`src/hdl/cbd_pkg.sv`:
```
// Shared types and constants for the console CPU bus decoder.
// Standalone package; used by the decode and top-level modules, by the checker and by the bench.
package cbd_pkg;

	// Default work RAM size in bytes
	localparam int RAM_BYTES_DEF = 2048;
	// Address bits that select the mirrored RAM window (0x0000-0x1FFF)
	localparam int RAM_WIN_BITS = 13;

	// Memory map boundaries
	localparam logic [15:0] ADDR_RAM_END  = 16'h1FFF;
	localparam logic [15:0] ADDR_PPU_END  = 16'h3FFF;
	localparam logic [15:0] ADDR_OAM_DMA  = 16'h4014;
	localparam logic [15:0] ADDR_APU_END  = 16'h4015;
	localparam logic [15:0] ADDR_PAD0     = 16'h4016;
	localparam logic [15:0] ADDR_PAD1     = 16'h4017;
	localparam logic [15:0] ADDR_CART_BASE = 16'h4020;

	// Shift position loaded by a pad strobe
	localparam logic [2:0] PAD_POS_TOP = 3'd7;

	typedef enum logic [1:0] {
		ACT_READ  = 2'd0,
		ACT_WRITE = 2'd1,
		ACT_LOAD  = 2'd2
	} action_t;

	typedef enum logic [2:0] {
		TGT_RAM      = 3'd0,
		TGT_PPU      = 3'd1,
		TGT_APU      = 3'd2,
		TGT_PAD      = 3'd3,
		TGT_CART     = 3'd4,
		TGT_DMA      = 3'd5,
		TGT_UNMAPPED = 3'd6,
		TGT_LOAD     = 3'd7
	} target_t;

	// Request beat
	typedef struct packed {
		action_t     action;
		logic [15:0] address;
		logic [7:0]  write_data;
		logic        pad_select;
		logic [7:0]  pad_buttons;
	} req_t;

	// Response beat
	typedef struct packed {
		logic [7:0]  read_data;
		target_t     target;
		logic [15:0] forward_address;
		logic [7:0]  forward_data;
		logic        forward_is_write;
	} rsp_t;

	// Decoded controls for one access
	typedef struct packed {
		target_t     target;
		logic [15:0] fwd_addr;
		logic [7:0]  fwd_data;
		logic        fwd_wr;
		logic        ram_rd;
		logic        ram_we;
		logic        pad_rd;
		logic        pad_strobe;
		logic        btn_load;
		logic        pad_sel;
	} dec_t;

endpackage

```
`src/hdl/cbd_decode.sv`:
```
// Address and action decode for one bus access.
// Depends on cbd_pkg for the request, target and decode types.
module cbd_decode (
	input  cbd_pkg::req_t item,
	output cbd_pkg::dec_t dec
);

	logic [15:0] addr;

	assign addr = item.address;

	// Map action and address onto a target and the side effects
	always_comb begin
		dec = '0;
		dec.target = cbd_pkg::TGT_UNMAPPED;
		unique case (item.action)
			cbd_pkg::ACT_READ: begin
				if (addr <= cbd_pkg::ADDR_RAM_END) begin
					dec.target = cbd_pkg::TGT_RAM;
					dec.ram_rd = 1'b1;
				end else if (addr <= cbd_pkg::ADDR_PPU_END) begin
					dec.target = cbd_pkg::TGT_PPU;
					dec.fwd_addr = addr;
				end else if (addr <= cbd_pkg::ADDR_APU_END) begin
					dec.target = cbd_pkg::TGT_APU;
					dec.fwd_addr = addr;
				end else if (addr == cbd_pkg::ADDR_PAD0 || addr == cbd_pkg::ADDR_PAD1) begin
					dec.target = cbd_pkg::TGT_PAD;
					dec.pad_rd = 1'b1;
					dec.pad_sel = addr[0];
				end else if (addr >= cbd_pkg::ADDR_CART_BASE) begin
					dec.target = cbd_pkg::TGT_CART;
					dec.fwd_addr = addr;
				end
			end
			cbd_pkg::ACT_WRITE: begin
				if (addr <= cbd_pkg::ADDR_RAM_END) begin
					dec.target = cbd_pkg::TGT_RAM;
					dec.ram_we = 1'b1;
				end else if (addr <= cbd_pkg::ADDR_PPU_END) begin
					dec.target = cbd_pkg::TGT_PPU;
					dec.fwd_wr = 1'b1;
				end else if (addr == cbd_pkg::ADDR_OAM_DMA) begin
					dec.target = cbd_pkg::TGT_DMA;
					dec.fwd_wr = 1'b1;
				end else if (addr <= cbd_pkg::ADDR_APU_END || addr == cbd_pkg::ADDR_PAD1) begin
					dec.target = cbd_pkg::TGT_APU;
					dec.fwd_wr = 1'b1;
				end else if (addr == cbd_pkg::ADDR_PAD0) begin
					dec.target = cbd_pkg::TGT_PAD;
					dec.pad_strobe = ~item.write_data[0];
				end else if (addr >= cbd_pkg::ADDR_CART_BASE) begin
					dec.target = cbd_pkg::TGT_CART;
					dec.fwd_wr = 1'b1;
				end
				// Forwarded writes carry address and byte
				if (dec.fwd_wr) begin
					dec.fwd_addr = addr;
					dec.fwd_data = item.write_data;
				end
			end
			cbd_pkg::ACT_LOAD: begin
				dec.target = cbd_pkg::TGT_LOAD;
				dec.btn_load = 1'b1;
				dec.pad_sel = item.pad_select;
			end
			default: begin
				dec.target = cbd_pkg::TGT_UNMAPPED;
			end
		endcase
	end

endmodule

```
`config.mk`:
```
export PLATFORM = sky130hd
export DESIGN_NAME = cbd_decode
export DESIGN_NICKNAME = d
export VERILOG_FILES = /design/src/hdl/cbd_pkg.sv /design/src/hdl/cbd_decode.sv
export SDC_FILE = /design/constraint.sdc
export NUM_CORES = 1
export LEC_CHECK = 0
export BUFFER_PORTS_ARGS = -buffer_cell sky130_fd_sc_hd__buf_2
export CORE_UTILIZATION = 36
export DETAILED_ROUTE_END_ITERATION = 16
export PLACE_DENSITY = 0.95
export SYNTH_ARGS = -nofsm -noshare
export SYNTH_HDL_FRONTEND = slang
export SYNTH_SLANG_ARGS = --single-unit
```
`constraint.sdc`:
```
create_clock -name vclk -period 1.83
set_clock_uncertainty 0.1 [all_clocks]
set_input_delay 0.0915 -clock vclk [all_inputs]
set_output_delay 0.0915 -clock vclk [all_outputs]
set_load 0.05 [all_outputs]
```
=== Word-level counts from Yosys, hierarchy flattened ===
Index checks and enable logic that the tools add are counted.

* Bits of input ports: 35
* Word-level logic and storage cells: 57
* Output and inout port bits: 34
* Register bits: 0

* Eq/ne operators: 5
* Muxes and demuxes: 44
* Magnitude comparators: 4
* Reductions and logical operators: 3
* Bitwise operators: 1

{| class="wikitable"
|+ Operators by type and width
! operator !! number
|-
| $eq 16x15->1 const B || 3
|-
| $mux 19 || 2
|-
| $mux 16 || 2
|-
| $pmux 16 s2 || 1
|-
| $mux 1 || 26
|-
| $mux 24 || 1
|-
| $mux 3 || 7
|-
| $mux 18 || 1
|-
| $ge 16x15->1 const B || 1
|-
| $le 16x13->1 const B || 1
|-
| $le 16x14->1 const B || 1
|-
| $le 16x15->1 const B || 1
|-
| $mux 9 || 1
|-
| $pmux 3 s3 || 1
|-
| $eq 2x1->1 const B || 1
|-
| $eq 2x2->1 const B || 1
|-
| $logic_not 2->1 || 1
|-
| $logic_or 1x1->1 || 2
|-
| $mux 2 || 1
|-
| $pmux 1 s2 || 1
|-
| $not 1->1 || 1
|}

=== Logic depth before layout (Yosys ltp) ===
* Depth in word-level cells: 10
* Mapped depth: 5
* Depth with buffers taken out: 4

=== Worst setup path after synthesis ===
No wires, ideal clock.

* Kind: input-to-output
* Start point: input port item[27] (netlist bit)
* End point: output port dec[31] (netlist bit)
* Path slack: -323 ps
* Required time: 1638 ps
* Buffers on the path: 1
* Arrival: 1961 ps
* Cell stages on the path: 5
* Cell sequence: nor4_2 -> and4_1 -> buf_2 -> a211oi_1 -> a211oi_1

{| class="wikitable"
|+ RTL lines
! element !! line !! RTL
|-
| from (decl) || cbd_decode.sv:4 || <nowiki>input cbd_pkg::req_t item,</nowiki>
|-
| to (decl) || cbd_decode.sv:5 || <nowiki>output cbd_pkg::dec_t dec</nowiki>
|}

==> flow_summary.json <==
{
  "port_buffers": 61,
  "startpoint_type": "input pin",
  "setup_viol": 0,
  "antenna_found_initial": 0,
  "synthToLayoutAreaGrowth_pct": 65.5,
  "ys.warnings.count": 0,
  "grt_max_degree": 17,
  "dieArea_sq_mm": 0.00160,
  "hold_viol": 0,
  "overflow": 0,
  "drc_errors": 0,
  "power.density_mw_per_mm2": 324,
  "dpl_worst_slack_ns": 0.0543,
  "synthesis.area_sq_um": 519,
  "drt_wl_total_microns": 1830,
  "start_util": 0.394,
  "grt_pass1_vias": 709,
  "ant_nets": 0,
  "ys_types": 33,
  "nClkBuffers": 0,
  "worstSetupStartpoint": "item[27]",
  "setup_slack_ns": 0.114,
  "wl_per_cell_microns": 11.4,
  "post-route-period-util": 0.938,
  "dr_total_vias": 855,
  "io_pins": 69,
  "fin_nets": 183,
  "first_iter_violations": 30,
  "synthCells": 87,
  "tns_ns": 0,
  "grt_usage": 0.228,
  "finish.instance_area_sq_um": 860,
  "rsz0062_at_grt": "no",
  "holdBufCountCts": 0,
  "max_freq_ghz": 0.583,
  "critPathKind": "input pin to output pin",
  "slew_violations": 0,
  "worstPathMaxFanout": 5,
  "cts_setup_buffers": 0,
  "core-area_sq_mm": 0.00132,
  "maxSlewHeadroom": 0.610,
  "ir_drop_mv": 0.184,
  "drive_gt1_frac": 0.486,
  "seq_cells": 0,
  "cts.repair.resized": 0,
  "outcome": "complete, no violations",
  "seq_area_frac_synth": 0,
  "die-width_microns": 40.0,
  "syn-num-nets": 122,
  "via_per_inst": 5.31,
  "leakage_uw": 0.000489,
  "max-cap-violations": 0,
  "tightest_slew_ns": 0.583,
  "drt_pass1_iterations": 4,
  "fin_util": 0.652,
  "critPathCapture": "dec[17]",
  "period_minus_slack_ns": 1.72,
  "endpoint_kind": "output pin",
  "floorplan.rows": 13,
  "gp_congestion": 0.849,
  "hp-class": "input pin to output pin",
  "die_h_microns": 40.0,
  "ff_latch_area_sq_um": 0,
  "required_ns": 1.64,
  "grt_first_pass_wirelength_microns": 2670,
  "placed_cell_area_sq_um": 848,
  "postSynthAreaPerCell_sq_um": 5.97,
  "diodes": 0,
  "crit_arrival_ns": 1.52,
  "post-dp-hpwl_microns": 1550
}
## area by class of cell
| class | count | area [sq um] |
|---|---|---|
| fillers | 116 | 458 |
| inverters | 4 | 15.0 |
| multi-input cells | 79 | 505 |
| well taps | 15 | 18.8 |
| repair buffers | 63 | 320 |
## synth_stat cells (2+ instances only)
master | instances | area, sq um
nand3_1 | 2 | 10.0
o21ai_0 | 2 | 10.0
inv_1 | 4 | 15.0
a21oi_1 | 4 | 20.0
nand4b_1 | 2 | 17.5
nor2_1 | 20 | 75.1
nor3_1 | 3 | 15.0
and2_1 | 8 | 50.1
nand2b_1 | 3 | 18.8
and4b_1 | 2 | 20.0
clkbuf_1 | 2 | 7.51
nor2b_1 | 3 | 18.8
a211oi_1 | 3 | 22.5
nand2_1 | 10 | 37.5
## report_power, final
part | internal (uW) | switching, uW
Combinational | 76.0 | 203
Clock | 0 | 0
Sequential | 0 | 0
Total | 76.0 | 203
## layout by cell type (no fill, tap or decap)
master     synthesis  routed
a211oi_2           0       1
a311oi_1           1       1
nand3_1            2       2
a211o_1            1       1
nor2_1            20      20
nor3_1             3       2
and3_1             1       1
nor4_4             1       1
nor3_2             0       1
buf_4              1       2
o21bai_1           1       1
nor4b_1            1       1
buf_2              1      61
nand4b_1           2       2
a2111oi_0          1       1
or3_1              1       1
inv_1              4       4
a21o_1             1       1
a211oi_4           1       1
nand2b_1           3       3
o21ai_0            2       2
or2_2              1       1
nand2_1           10      10
and4b_1            2       2
a21oi_1            4       4
and4_1             1       1
o41ai_4            0       1
a31oi_1            1       1
nor2b_1            3       3
nor4_2             1       1
a211oi_1           3       2
nand3_2            1       1
o21ai_1            1       1
and2_1             8       8
## routing by layer
layer	vias up	GRT usage	wire, microns
met1	377	0.266	716
met4	0	0.0172	0
li1	426	-	-
met2	52	0.456	947
met3	0	0.0167	167
met5	-	0	0
## worst min path at each step
stage,slack [ns],cells after the start,endpoint,start
2_1_floorplan,0.30,2,dec[17],item[19]
3_5_place_dp,0.45,4,dec[11],item[13]
3_3_place_gp,0.44,4,dec[11],item[13]
6_report,0.45,4,dec[9],item[11]
4_1_cts,0.45,4,dec[11],item[13]
5_1_grt,0.46,4,dec[11],item[13]
## metrics by stage
step / hold WS, ns / power [uW] / std cells
after global placement: 0.445 / 270 / 161
after detailed placement: 0.453 / 275 / 161
after CTS: 0.453 / 276 / 161
after global routing: 0.458 / 295 / 161
after floorplan: 0.298 / 191 / 87
final: 0.452 / 279 / 161
## critical path, cell delays in order
cell and delay [ns]:
buf_2 0.11, nor4_2 0.34, nand3_2 0.23, o41ai_4 0.46
nor2_1 0.07, buf_2 0.22
## cell families after synthesis
logic type	Yosys count	synth area share
compound gates	18	0.272
simple gates	61	0.660
buf+inv	8	0.0675
Note: power is estimated with default switching activity, not from simulation.
